### config.mk
export PLATFORM = sky130hd
export DESIGN_NAME = magnitude_average_to_db_flat
export DESIGN_NICKNAME = d
export VERILOG_FILES = /design/src/rtl/core/madb_pkg.sv /design/src/rtl/core/madb_in_if.sv /design/src/rtl/core/madb_out_if.sv /design/src/rtl/core/magnitude_average_to_db.sv /design/src/rtl/core/madb_sqrt.sv /design/src/rtl/core/madb_log.sv /design/src/flat_wrapper.sv
export SDC_FILE = /design/constraint.sdc
export NUM_CORES = 1
export LEC_CHECK = 0
export BUFFER_PORTS_ARGS = -buffer_cell sky130_fd_sc_hd__buf_4
export CAP_MARGIN = 10
export CORE_ASPECT_RATIO = 0.5
export CORE_MARGIN = 2
export CORE_UTILIZATION = 36
export DETAILED_ROUTE_END_ITERATION = 8
export PLACE_DENSITY_LB_ADDON = 0.15
export SETUP_SLACK_MARGIN = 0.2
export SLEW_MARGIN = 20
export SYNTH_ARGS = -nofsm -noshare
export SYNTH_HDL_FRONTEND = slang
export SYNTH_SLANG_ARGS = --single-unit
### constraint.sdc
create_clock -name clk -period 18.19 [get_ports clk]
set_input_delay 1.819 -clock clk [delete_from_list [all_inputs] [get_ports clk]]
set_output_delay 1.819 -clock clk [all_outputs]
set_load 0.05 [all_outputs]
### src/rtl/core/madb_pkg.sv
`timescale 1ns / 1ps
package madb_pkg;

  // Field widths
  localparam int SAMPLE_W = 12;
  localparam int LEVEL_W  = 16;
  localparam int INDEX_W  = 16;

  // Internal widths
  localparam int SUM_W   = 24;   // running sum of roots, Q16.8
  localparam int SQ_W    = 25;   // a*a + b*b
  localparam int ROOT_W  = 21;   // floor(sqrt((a*a + b*b) * 2^16))
  localparam int RAD_W   = 42;   // radicand, padded to an even bit count
  localparam int REM_W   = 23;   // root remainder
  localparam int PC_W    = 3;    // pair counter
  localparam int CNT_W   = 5;    // step counter of the root unit

  // Serial step counts
  localparam int SQ_STEPS = SAMPLE_W;
  localparam int RT_STEPS = RAD_W / 2;

  // Digit-serial multiplier: 31-bit multiplicand times 8-bit digits
  localparam int MCAND_W    = 31;
  localparam int DIG_W      = 8;
  localparam int MUL_DIGITS = 4;
  localparam int MPLIER_W   = DIG_W * MUL_DIGITS;
  localparam int ACC_W      = MCAND_W + DIG_W + 1;
  localparam int FRAC_W     = 24;
  localparam int MSB_W      = 5;
  localparam int LOG_ROUNDS = FRAC_W;

  // dB scaling: T = log2 * DB_PER_LOG2 + DB_OFFSET * 2^24
  localparam longint DB_PER_LOG2 = 64'sd101008905;
  localparam longint DB_OFFSET   = -64'sd999999500;

  localparam int BLOCK_LEN_DEF = 5;

  localparam logic signed [LEVEL_W-1:0] LEVEL_FLOOR = 16'sh8000;
  localparam logic signed [LEVEL_W-1:0] LEVEL_MAX   = 16'sh7FFF;
  localparam logic signed [LEVEL_W-1:0] LEVEL_MIN   = 16'sh8001;

  // Status of a serial unit
  typedef struct packed {
    logic busy;
    logic done;
  } unit_stat_t;

  // log2 in Q8.24, evaluated at elaboration only
  function automatic longint log2_q24_const(input int unsigned x);
    longint unsigned y;
    longint unsigned frac;
    int m;
    m    = 0;
    frac = 0;
    if (x == 0) begin
      return 0;
    end
    for (int i = 0; i < 31; i++) begin
      if (((x >> i) & 1) != 0) begin
        m = i;
      end
    end
    y = longint'(x) << (30 - m);
    for (int i = 23; i >= 0; i--) begin
      y = (y * y) >> 30;
      if (y >= (64'd1 << 31)) begin
        y = y >> 1;
        frac = frac | (64'd1 << i);
      end
    end
    return longint'((longint'(m) << 24) | frac);
  endfunction

endpackage

### src/rtl/core/madb_in_if.sv
`timescale 1ns / 1ps
interface madb_in_if;
  logic                            valid;
  logic                            ready;
  logic [madb_pkg::SAMPLE_W-1:0]   sample_a;
  logic [madb_pkg::SAMPLE_W-1:0]   sample_b;

  modport source (output valid, output sample_a, output sample_b, input ready);
  modport sink   (input valid, input sample_a, input sample_b, output ready);
endinterface

### src/rtl/core/madb_out_if.sv
`timescale 1ns / 1ps
interface madb_out_if;
  logic                                 valid;
  logic                                 ready;
  logic signed [madb_pkg::LEVEL_W-1:0]  level_db;
  logic [madb_pkg::INDEX_W-1:0]         result_index;

  modport source (output valid, output level_db, output result_index, input ready);
  modport sink   (input valid, input level_db, input result_index, output ready);
endinterface

### src/rtl/core/magnitude_average_to_db.sv
`timescale 1ns / 1ps
// Mean IQ magnitude in dB.
// in_ch carries one pair of 12-bit ADC codes per beat (valid/ready). out_ch
// carries one result every BLOCK_LEN pairs: level_db (signed Q8.8, -32768 for
// a zero sum) and a wrapping 16-bit result_index.
// One pair is worked at a time. in_ch.ready drops with a beat and rises again
// once the pair is done: bit-serial squaring, a one-bit-per-cycle restoring
// root and a step to fold the root into the sum, so no new pair is taken
// before the last one is folded in. The last pair of a block also runs the log
// unit: normalizing shifts, 24 squaring rounds on an 8-bit-digit multiplier,
// scaling and rounding, and then the result is posted. out_ch.valid and
// in_ch.ready rise together; a zero sum skips the log unit.
// The output register parts the two sides: new pairs are taken while a
// result waits, and only a block end that finds the previous result still
// untaken waits for out_ch.ready.
// A synchronous reset (rst_n low) clears the sum, the pair count and the
// result index, and drops any pending result.
module magnitude_average_to_db #(
  parameter int BLOCK_LEN = madb_pkg::BLOCK_LEN_DEF
) (
  input  logic     clk,
  input  logic     rst_n,
  madb_in_if.sink  in_ch,
  madb_out_if.source out_ch
);
  import madb_pkg::*;

  localparam logic [1:0] T_IDLE = 2'd0;
  localparam logic [1:0] T_SQRT = 2'd1;
  localparam logic [1:0] T_LOG  = 2'd2;
  localparam logic [1:0] T_OUT  = 2'd3;

  logic [1:0]                 st_r, st_nxt;
  logic [PC_W-1:0]            pc_r, pc_nxt;
  logic [SUM_W-1:0]           sum_r, sum_nxt;
  logic [INDEX_W-1:0]         idx_r, idx_nxt;
  logic signed [LEVEL_W-1:0]  lvl_r, lvl_nxt;
  logic                       out_valid_r, out_valid_nxt;
  logic signed [LEVEL_W-1:0]  out_level_r, out_level_nxt;
  logic [INDEX_W-1:0]         out_index_r, out_index_nxt;

  logic                       in_beat;
  logic                       out_load;
  logic                       log_start;
  unit_stat_t                 sq_stat;
  unit_stat_t                 log_stat;
  logic [ROOT_W-1:0]          root;
  logic signed [LEVEL_W-1:0]  log_level;
  logic [SUM_W-1:0]           sum_add;
  logic [PC_W:0]              cnt;

  assign in_ch.ready = (st_r == T_IDLE);
  assign in_beat     = in_ch.valid && in_ch.ready;
  assign out_load    = (st_r == T_OUT) && (!out_valid_r || out_ch.ready);

  assign sum_add = sum_r + SUM_W'(root);
  assign cnt     = {1'b0, pc_r} + (PC_W + 1)'(1);

  madb_sqrt u_sqrt (
    .clk   (clk),
    .rst_n (rst_n),
    .start (in_beat),
    .a     (in_ch.sample_a),
    .b     (in_ch.sample_b),
    .stat  (sq_stat),
    .root  (root)
  );

  madb_log #(
    .BLOCK_LEN (BLOCK_LEN)
  ) u_log (
    .clk   (clk),
    .rst_n (rst_n),
    .start (log_start),
    .sum   (sum_add),
    .stat  (log_stat),
    .level (log_level)
  );

  // Sequence one pair, close a block, post the result
  always_comb begin
    st_nxt    = st_r;
    pc_nxt    = pc_r;
    sum_nxt   = sum_r;
    idx_nxt   = idx_r;
    lvl_nxt   = lvl_r;
    log_start = 1'b0;
    case (st_r)
      T_IDLE: begin
        if (in_beat) begin
          st_nxt = T_SQRT;
        end
      end
      T_SQRT: begin
        if (sq_stat.done) begin
          if (cnt < (PC_W + 1)'(BLOCK_LEN)) begin
            sum_nxt = sum_add;
            pc_nxt  = cnt[PC_W-1:0];
            st_nxt  = T_IDLE;
          end else begin
            sum_nxt = '0;
            pc_nxt  = '0;
            if (sum_add == '0) begin
              lvl_nxt = LEVEL_FLOOR;
              st_nxt  = T_OUT;
            end else begin
              log_start = 1'b1;
              st_nxt    = T_LOG;
            end
          end
        end
      end
      T_LOG: begin
        if (log_stat.done) begin
          lvl_nxt = log_level;
          st_nxt  = T_OUT;
        end
      end
      T_OUT: begin
        if (out_load) begin
          idx_nxt = idx_r + INDEX_W'(1);
          st_nxt  = T_IDLE;
        end
      end
      default: begin
        st_nxt = T_IDLE;
      end
    endcase
  end

  // Hold the result until the sink takes the beat
  always_comb begin
    out_valid_nxt = out_valid_r;
    out_level_nxt = out_level_r;
    out_index_nxt = out_index_r;
    if (out_ch.ready) begin
      out_valid_nxt = 1'b0;
    end
    if (out_load) begin
      out_valid_nxt = 1'b1;
      out_level_nxt = lvl_r;
      out_index_nxt = idx_r;
    end
  end

  always_ff @(posedge clk) begin
    if (!rst_n) begin
      st_r        <= T_IDLE;
      pc_r        <= '0;
      sum_r       <= '0;
      idx_r       <= '0;
      out_valid_r <= 1'b0;
    end else begin
      st_r        <= st_nxt;
      pc_r        <= pc_nxt;
      sum_r       <= sum_nxt;
      idx_r       <= idx_nxt;
      out_valid_r <= out_valid_nxt;
    end
    lvl_r       <= lvl_nxt;
    out_level_r <= out_level_nxt;
    out_index_r <= out_index_nxt;
  end

  assign out_ch.valid        = out_valid_r;
  assign out_ch.level_db     = out_level_r;
  assign out_ch.result_index = out_index_r;

  // Neither serial unit may still run while a new pair is taken
  a_idle_units : assert property (@(posedge clk) disable iff (!rst_n)
    in_ch.ready |-> (!sq_stat.busy && !log_stat.busy))
    else $error("serial unit busy while input is ready");

  // Root completes only while the sequencer waits for it
  a_sqrt_done : assert property (@(posedge clk) disable iff (!rst_n)
    sq_stat.done |-> (st_r == T_SQRT))
    else $error("root done outside of root wait");

  // Log completes only while the sequencer waits for it
  a_log_done : assert property (@(posedge clk) disable iff (!rst_n)
    log_stat.done |-> (st_r == T_LOG))
    else $error("log done outside of log wait");

  // A posted result carries the index before the increment
  a_post_index : assert property (@(posedge clk) disable iff (!rst_n)
    out_load |=> (out_valid_r && (out_index_r == $past(idx_r))
                  && (idx_r == $past(idx_r) + INDEX_W'(1))))
    else $error("result index not posted correctly");

  // Pair count stays inside the block
  a_pc_range : assert property (@(posedge clk) disable iff (!rst_n)
    ({1'b0, pc_r} < (PC_W + 1)'(BLOCK_LEN)))
    else $error("pair count out of range");

endmodule

### src/rtl/core/madb_sqrt.sv
`timescale 1ns / 1ps
module madb_sqrt (
  input  logic                            clk,
  input  logic                            rst_n,
  input  logic                            start,
  input  logic [madb_pkg::SAMPLE_W-1:0]   a,
  input  logic [madb_pkg::SAMPLE_W-1:0]   b,
  output madb_pkg::unit_stat_t            stat,
  output logic [madb_pkg::ROOT_W-1:0]     root
);
  import madb_pkg::*;

  localparam logic [1:0] S_IDLE = 2'd0;
  localparam logic [1:0] S_SQ   = 2'd1;
  localparam logic [1:0] S_RT   = 2'd2;

  localparam int MC_W = 2 * SAMPLE_W;

  logic [1:0]          ph_r, ph_nxt;
  logic [CNT_W-1:0]    cnt_r, cnt_nxt;
  logic                done_r, done_nxt;
  logic [MC_W-1:0]     ma_r, ma_nxt, mb_r, mb_nxt;
  logic [SAMPLE_W-1:0] ba_r, ba_nxt, bb_r, bb_nxt;
  logic [SQ_W-1:0]     sq_r, sq_nxt;
  logic [RAD_W-1:0]    rad_r, rad_nxt;
  logic [REM_W-1:0]    rem_r, rem_nxt;
  logic [ROOT_W-1:0]   q_r, q_nxt;

  logic [SQ_W-1:0]     sq_add;
  logic [REM_W+1:0]    trial_rem;
  logic [REM_W+1:0]    trial_sub;

  // Shift-add step of both squares, one multiplier bit each
  assign sq_add = sq_r + (ba_r[0] ? SQ_W'(ma_r) : '0) + (bb_r[0] ? SQ_W'(mb_r) : '0);

  // Restoring root step: bring down two radicand bits, try to subtract 4q+1
  assign trial_rem = {rem_r, rad_r[RAD_W-1 -: 2]};
  assign trial_sub = {2'b00, q_r, 2'b01};

  always_comb begin
    ph_nxt   = ph_r;
    cnt_nxt  = cnt_r;
    done_nxt = 1'b0;
    ma_nxt   = ma_r;
    mb_nxt   = mb_r;
    ba_nxt   = ba_r;
    bb_nxt   = bb_r;
    sq_nxt   = sq_r;
    rad_nxt  = rad_r;
    rem_nxt  = rem_r;
    q_nxt    = q_r;
    case (ph_r)
      S_IDLE: begin
        if (start) begin
          ma_nxt  = MC_W'(a);
          mb_nxt  = MC_W'(b);
          ba_nxt  = a;
          bb_nxt  = b;
          sq_nxt  = '0;
          cnt_nxt = '0;
          ph_nxt  = S_SQ;
        end
      end
      S_SQ: begin
        sq_nxt  = sq_add;
        ma_nxt  = {ma_r[MC_W-2:0], 1'b0};
        mb_nxt  = {mb_r[MC_W-2:0], 1'b0};
        ba_nxt  = {1'b0, ba_r[SAMPLE_W-1:1]};
        bb_nxt  = {1'b0, bb_r[SAMPLE_W-1:1]};
        cnt_nxt = cnt_r + CNT_W'(1);
        if (cnt_r == CNT_W'(SQ_STEPS - 1)) begin
          rad_nxt = {1'b0, sq_add, 16'b0};
          rem_nxt = '0;
          q_nxt   = '0;
          cnt_nxt = '0;
          ph_nxt  = S_RT;
        end
      end
      S_RT: begin
        rad_nxt = {rad_r[RAD_W-3:0], 2'b00};
        if (trial_rem >= trial_sub) begin
          rem_nxt = REM_W'(trial_rem - trial_sub);
          q_nxt   = {q_r[ROOT_W-2:0], 1'b1};
        end else begin
          rem_nxt = trial_rem[REM_W-1:0];
          q_nxt   = {q_r[ROOT_W-2:0], 1'b0};
        end
        cnt_nxt = cnt_r + CNT_W'(1);
        if (cnt_r == CNT_W'(RT_STEPS - 1)) begin
          done_nxt = 1'b1;
          ph_nxt   = S_IDLE;
        end
      end
      default: begin
        ph_nxt = S_IDLE;
      end
    endcase
  end

  always_ff @(posedge clk) begin
    if (!rst_n) begin
      ph_r   <= S_IDLE;
      done_r <= 1'b0;
    end else begin
      ph_r   <= ph_nxt;
      done_r <= done_nxt;
    end
    cnt_r <= cnt_nxt;
    ma_r  <= ma_nxt;
    mb_r  <= mb_nxt;
    ba_r  <= ba_nxt;
    bb_r  <= bb_nxt;
    sq_r  <= sq_nxt;
    rad_r <= rad_nxt;
    rem_r <= rem_nxt;
    q_r   <= q_nxt;
  end

  assign stat.busy = (ph_r != S_IDLE);
  assign stat.done = done_r;
  assign root      = q_r;

endmodule

### src/rtl/core/madb_log.sv
`timescale 1ns / 1ps
module madb_log #(
  parameter int BLOCK_LEN = madb_pkg::BLOCK_LEN_DEF
) (
  input  logic                                clk,
  input  logic                                rst_n,
  input  logic                                start,
  input  logic [madb_pkg::SUM_W-1:0]          sum,
  output madb_pkg::unit_stat_t                stat,
  output logic signed [madb_pkg::LEVEL_W-1:0] level
);
  import madb_pkg::*;

  localparam logic [2:0] L_IDLE  = 3'd0;
  localparam logic [2:0] L_NORM  = 3'd1;
  localparam logic [2:0] L_LOG   = 3'd2;
  localparam logic [2:0] L_SCALE = 3'd3;
  localparam logic [2:0] L_ROUND = 3'd4;

  localparam int DIGC_W = $clog2(MUL_DIGITS);
  localparam int RND_W  = $clog2(LOG_ROUNDS);

  // Fold log2(BLOCK_LEN), the Q.8 point and the volt offset into one constant,
  // plus half an output LSB for round to nearest.
  localparam longint LOG_CORR = log2_q24_const(BLOCK_LEN) + (64'sd8 <<< 24);
  localparam longint T0_L     = DB_OFFSET * 64'sd16777216 - LOG_CORR * DB_PER_LOG2
                                + (64'sd1 <<< 39);
  localparam logic signed [63:0] T0 = 64'(T0_L);
  localparam logic [MCAND_W-1:0] K_MCAND = MCAND_W'(DB_PER_LOG2);

  logic [2:0]              st_r, st_nxt;
  logic                    done_r, done_nxt;
  logic [MCAND_W-1:0]      y_r, y_nxt;
  logic [MSB_W-1:0]        msb_r, msb_nxt;
  logic [FRAC_W-1:0]       frac_r, frac_nxt;
  logic [MPLIER_W-1:0]     yd_r, yd_nxt;
  logic [31:0]             hi_r, hi_nxt, lo_r, lo_nxt;
  logic [DIGC_W-1:0]       dig_r, dig_nxt;
  logic [RND_W-1:0]        rnd_r, rnd_nxt;
  logic signed [LEVEL_W-1:0] level_r, level_nxt;

  logic [MCAND_W-1:0]      mcand;
  logic [ACC_W-1:0]        mul_sum;
  logic [63:0]             prod_full;
  logic [31:0]             sq_top;
  logic [MCAND_W-1:0]      y_sq;
  logic [FRAC_W-1:0]       frac_sh;
  logic signed [63:0]      t_sum;
  logic signed [23:0]      q_raw;
  logic                    last_dig;

  // One digit of the shared multiplier: partial product plus upper accumulator
  assign mcand    = (st_r == L_SCALE) ? K_MCAND : y_r;
  assign mul_sum  = {8'b0, hi_r} + ACC_W'(mcand) * ACC_W'(yd_r[DIG_W-1:0]);
  assign last_dig = (dig_r == DIGC_W'(MUL_DIGITS - 1));

  // Square finished on the last digit: keep bits 61..30, renormalize
  assign prod_full = {mul_sum, lo_r[31:DIG_W]};
  assign sq_top    = prod_full[61:30];
  assign y_sq      = sq_top[31] ? sq_top[31:1] : sq_top[30:0];
  assign frac_sh   = {frac_r[FRAC_W-2:0], sq_top[31]};

  // Offset, round and take the Q8.8 dB level
  assign t_sum = $signed({hi_r, lo_r}) + T0;
  assign q_raw = t_sum[63:40];

  always_comb begin
    st_nxt    = st_r;
    done_nxt  = 1'b0;
    y_nxt     = y_r;
    msb_nxt   = msb_r;
    frac_nxt  = frac_r;
    yd_nxt    = yd_r;
    hi_nxt    = hi_r;
    lo_nxt    = lo_r;
    dig_nxt   = dig_r;
    rnd_nxt   = rnd_r;
    level_nxt = level_r;
    case (st_r)
      L_IDLE: begin
        if (start) begin
          y_nxt   = {sum, 7'b0};
          msb_nxt = MSB_W'(SUM_W - 1);
          st_nxt  = L_NORM;
        end
      end
      L_NORM: begin
        // shift up until the leading one sits at bit 30
        if (y_r[MCAND_W-1]) begin
          yd_nxt  = MPLIER_W'(y_r);
          hi_nxt  = '0;
          lo_nxt  = '0;
          dig_nxt = '0;
          rnd_nxt = '0;
          st_nxt  = L_LOG;
        end else begin
          y_nxt   = {y_r[MCAND_W-2:0], 1'b0};
          msb_nxt = msb_r - MSB_W'(1);
        end
      end
      L_LOG: begin
        if (!last_dig) begin
          hi_nxt  = mul_sum[ACC_W-1:DIG_W];
          lo_nxt  = {mul_sum[DIG_W-1:0], lo_r[31:DIG_W]};
          yd_nxt  = {{DIG_W{1'b0}}, yd_r[MPLIER_W-1:DIG_W]};
          dig_nxt = dig_r + DIGC_W'(1);
        end else begin
          y_nxt    = y_sq;
          frac_nxt = frac_sh;
          yd_nxt   = MPLIER_W'(y_sq);
          hi_nxt   = '0;
          lo_nxt   = '0;
          dig_nxt  = '0;
          rnd_nxt  = rnd_r + RND_W'(1);
          if (rnd_r == RND_W'(LOG_ROUNDS - 1)) begin
            yd_nxt = {3'b0, msb_r, frac_sh};
            st_nxt = L_SCALE;
          end
        end
      end
      L_SCALE: begin
        hi_nxt  = mul_sum[ACC_W-1:DIG_W];
        lo_nxt  = {mul_sum[DIG_W-1:0], lo_r[31:DIG_W]};
        yd_nxt  = {{DIG_W{1'b0}}, yd_r[MPLIER_W-1:DIG_W]};
        dig_nxt = dig_r + DIGC_W'(1);
        if (last_dig) begin
          st_nxt = L_ROUND;
        end
      end
      L_ROUND: begin
        if (q_raw > 24'(LEVEL_MAX)) begin
          level_nxt = LEVEL_MAX;
        end else if (q_raw < 24'(LEVEL_MIN)) begin
          level_nxt = LEVEL_MIN;
        end else begin
          level_nxt = q_raw[LEVEL_W-1:0];
        end
        done_nxt = 1'b1;
        st_nxt   = L_IDLE;
      end
      default: begin
        st_nxt = L_IDLE;
      end
    endcase
  end

  always_ff @(posedge clk) begin
    if (!rst_n) begin
      st_r   <= L_IDLE;
      done_r <= 1'b0;
    end else begin
      st_r   <= st_nxt;
      done_r <= done_nxt;
    end
    y_r     <= y_nxt;
    msb_r   <= msb_nxt;
    frac_r  <= frac_nxt;
    yd_r    <= yd_nxt;
    hi_r    <= hi_nxt;
    lo_r    <= lo_nxt;
    dig_r   <= dig_nxt;
    rnd_r   <= rnd_nxt;
    level_r <= level_nxt;
  end

  assign stat.busy = (st_r != L_IDLE);
  assign stat.done = done_r;
  assign level     = level_r;

endmodule
### src/flat_wrapper.sv
// flat-port wrapper written by rule: the top's interface ports become plain ports
module magnitude_average_to_db_flat import madb_pkg::*;
#(
  parameter int BLOCK_LEN = madb_pkg::BLOCK_LEN_DEF
)
  (clk, rst_n, in_ch_valid, in_ch_sample_a, in_ch_sample_b, in_ch_ready, out_ch_valid, out_ch_level_db, out_ch_result_index, out_ch_ready);
  madb_in_if in_ch_i ();
  madb_out_if out_ch_i ();
  input  logic clk;
  input  logic rst_n;
  input wire logic [$bits(in_ch_i.valid)-1:0] in_ch_valid;
  input wire logic [$bits(in_ch_i.sample_a)-1:0] in_ch_sample_a;
  input wire logic [$bits(in_ch_i.sample_b)-1:0] in_ch_sample_b;
  output wire logic [$bits(in_ch_i.ready)-1:0] in_ch_ready;
  output wire logic [$bits(out_ch_i.valid)-1:0] out_ch_valid;
  output wire logic [$bits(out_ch_i.level_db)-1:0] out_ch_level_db;
  output wire logic [$bits(out_ch_i.result_index)-1:0] out_ch_result_index;
  input wire logic [$bits(out_ch_i.ready)-1:0] out_ch_ready;
  assign in_ch_i.valid = in_ch_valid;
  assign in_ch_i.sample_a = in_ch_sample_a;
  assign in_ch_i.sample_b = in_ch_sample_b;
  assign in_ch_ready = in_ch_i.ready;
  assign out_ch_valid = out_ch_i.valid;
  assign out_ch_level_db = out_ch_i.level_db;
  assign out_ch_result_index = out_ch_i.result_index;
  assign out_ch_i.ready = out_ch_ready;
  magnitude_average_to_db #(.BLOCK_LEN(BLOCK_LEN)) u_core (.clk(clk), .rst_n(rst_n), .in_ch(in_ch_i), .out_ch(out_ch_i));
endmodule
==> impl_metrics.yaml <==
status:
  outcome: "complete, no violations"
cells_and_area:
  layout.cells.non_filler: 4408
  layout_common_cells: "edfxtp_1 (397), inv_1 (389), nand2_1 (306)"
  layout_commonest_cell: "edfxtp_1"
  final_core_util_pct: 40.1
  fill_cells: 8786
  syn_to_final_growth_pct: 10.6
  diodes: 0
  drive_above_1_share_pct: 7.01
  nNetsFinal: 3593
pwr:
  p_leak_nw: 15.0
  power_mw: 4.50
  vdd_drop_max_mv: 0.124
  power.density_nw_per_um2: 127
synth:
  synth_edf_count: 397
  syn_inst: 3202
  synth_top_flop_cell: "edfxtp_1"
  synth_top_area_share_pct: 37.2
  ys_seq_elements: 450
  synth_top_family_by_area: "adder cells"
  synth_simple_gate_area_share_pct: 17.1
  yosys.area.top_type: "edfxtp_1"
  async_flop_share_pct: 0
  syn_nets: 3605
  avgSynthCellArea_um2: 10.0
  synthTopCellsByArea: "edfxtp_1 (37%), fa_1 (14%), ha_1 (5.6%), inv_1 (4.6%), nand2_1 (3.6%)"
  synthXorXnorAreaFrac_pct: 3.47
  yosysWarnings: 0
  synthMuxAreaShare_pct: 1.16
  synth_fa_ha_area_share_pct: 20.1
  ys_seq_area_share_pct: 40.5
  synth_compound_area_share_pct: 11.2
  synth.distinct_cells: 87
  syn_area_um2: 32000
critical_path:
  cp_cell_sequence: "clkinv_1 -> nor2_4 -> nor2_1 -> nor2b_1 -> fa_1 -> fa_1 -> fa_1 -> inv_1 -> fa_1 -> inv_1 -> ha_1 -> nand4_1 -> a2111oi_0 -> nand3_1 -> a21oi_1 -> a211oi_1 -> xnor2_2 -> buf_4 -> inv_2 -> mux2_2 -> a22oi_1 -> nand2_1"
  critPathTopFamily: "adder cells"
  cpMostUsedCell: "fa_1"
  end_kind: "flip-flop"
  max_stage_delay_ns: 0.90
  crit_buf_inv: 5
  worst_ep_required_time_ns: 18.52
  slowest_stage: "nor2_4"
  critPathArrivalTime_ns: 8.88
  ff2ff_path_depth: 22
  path_class: "reg -> reg"
  critPathLaunchType: "flip-flop"
  crit_path_max_fanout: 31
  cp_num_cells: 22
global_route:
  grt_pass1_wl_um: 134000
  grtUsageTotal_pct: 18.4
  grt_pass1_vias: 23300
  antenna_found_initial: 1
  grt_overflow: 0
  grt_max_degree: 86
timing:
  slew_violations: 0
  setup_viol: 0
  tns_ns: 0
  period_share_pct: 47.0
  rsz0062_at_grt: "no"
  fin_skew_ns: 0.0669
  max_freq_mhz: 117
  period_needed_ns: 8.55
  hold_ws_ns: 0.419
  worst_slew_pin_slew_ns: 1.03
  hold_viol: 0
  maxSlewHeadroom_pct: 31.3
drt:
  vias: 23000
  wirelength_um: 83800
  detail-route-antenna-nets: 0
  drt-initial-drc-count: 1640
  wl_per_cell_um: 19.0
  viasPerCell: 5.21
  drc: 0
  dr.pass1.iters: 7
clocking:
  clkTransAtPathRegs_ns: 0.07
  postCtsSetupRepairBufs: 0
  cts_tree: "done"
  clk_latency_ns: 0.64
  root_buffer: "clkbuf_16"
  cts.path.max_buffers: 3
  ctsHoldBuffers: 0
  cts_resized: 0
  cts_made_buffers: 45
  h-tree-depth: 2
  clock_sinks: 450
floorplanning:
  die-area_um2: 91600
  fp.coreArea_um2: 88200
  rows: 77
  initial_utilization_pct: 36.3
  die_height_um: 215
  die_w_um: 426
  ios: 62
placement:
  place_congestion: 0.864
  place_hpwl_um: 60200
  placed_cells: 4326
  io_buffer_count: 61
min_path:
  hold_depth: 0
  worstHoldPathType: "reg -> reg"
flow_run:
  drv_cap: 0
synthesized netlist by cell type, types with 37 or more instances:
master and instances:
a21oi_1 146, nand2_1 307, nor2b_1 70, a22oi_1 37, ha_1 143, edfxtp_1 397, nand3_1 88, fa_1 232
a21o_1 47, nor2_1 253, and3_1 135, inv_1 390, xnor2_1 70, and2_1 112, dfxtp_1 53, clkbuf_1 123
xor2_1 57, o21ai_0 131
area by class of cell:
class	instances	area, µm²	share of cell area [%]
multi-input combinational	2203	17100	48.3
sequential	450	13000	36.6
tap	1185	1480	4.19
inverter	393	1480	4.16
clock buffer	51	1160	3.27
timing repair buffer	97	768	2.17
clock inverter	29	463	1.31
where the power goes:
group / switching [mW] / leakage (nW) / total (mW) / internal [mW]
Clock: 0.444 / 0.764 / 1.05 / 0.607
Combinational: 1.17 / 10.3 / 1.86 / 0.697
Sequential: 0.0997 / 3.96 / 1.59 / 1.49
through the flow:
step / instance area, µm² / setup WS, ns
6_report: 35400 / 9.64
5_1_grt: 35400 / 9.01
4_1_cts: 35400 / 9.63
3_5_place_dp: 33700 / 9.71
3_3_place_gp: 33700 / 9.76
2_1_floorplan: 32000 / 11.60
logic make-up after synthesis:
group,Yosys count
and+or+nand+nor,1108
AOI/OAI and AO/OA,557
xor gates and xnor gates,127
adders and majority gates,375
muxes,36
DFF,450
buffers and inverters,549
routing by layer:
metal	track usage, %	vias up	wire [µm]
li1	-	10900	-
met1	25.5	11500	38700
met2	30.3	440	39600
met3	2.41	116	3660
met4	4.56	0	1890
met5	0	-	0
final timing paths:
path	startpoint	to	slack, ns
worst min register to register	u_core.lvl_r[9]$_SDFFCE_PP0P_	u_core.out_ch.level_db[9]$_DFFE_PP_	0.42
worst min-delay path	u_core.lvl_r[9]$_SDFFCE_PP0P_	u_core.out_ch.level_db[9]$_DFFE_PP_	0.42
worst max-delay path	u_core.u_log.st_r[0]$_SDFFE_PN0P_	u_core.u_log.y_r[11]$_DFFE_PP_	9.64
worst max register to register	u_core.u_log.st_r[0]$_SDFFE_PN0P_	u_core.u_log.y_r[11]$_DFFE_PP_	9.64
flip-flops by register name (all words and copies together), names as in the netlist, 21 cells and up, named ones only:
name	count
u_core.u_sqrt.rem_r	23
u_core.u_log.lo_r	32
u_core.sum_r	24
u_core.u_log.y_r	31
u_core.u_sqrt.sq_r	25
u_core.u_sqrt.ma_r	24
u_core.u_log.frac_r	23
u_core.u_sqrt.rad_r	26
u_core.u_sqrt.root	21
u_core.u_log.hi_r	32
u_core.u_log.yd_r	31
u_core.u_sqrt.mb_r	24
Power figures use the tool's default switching activity.
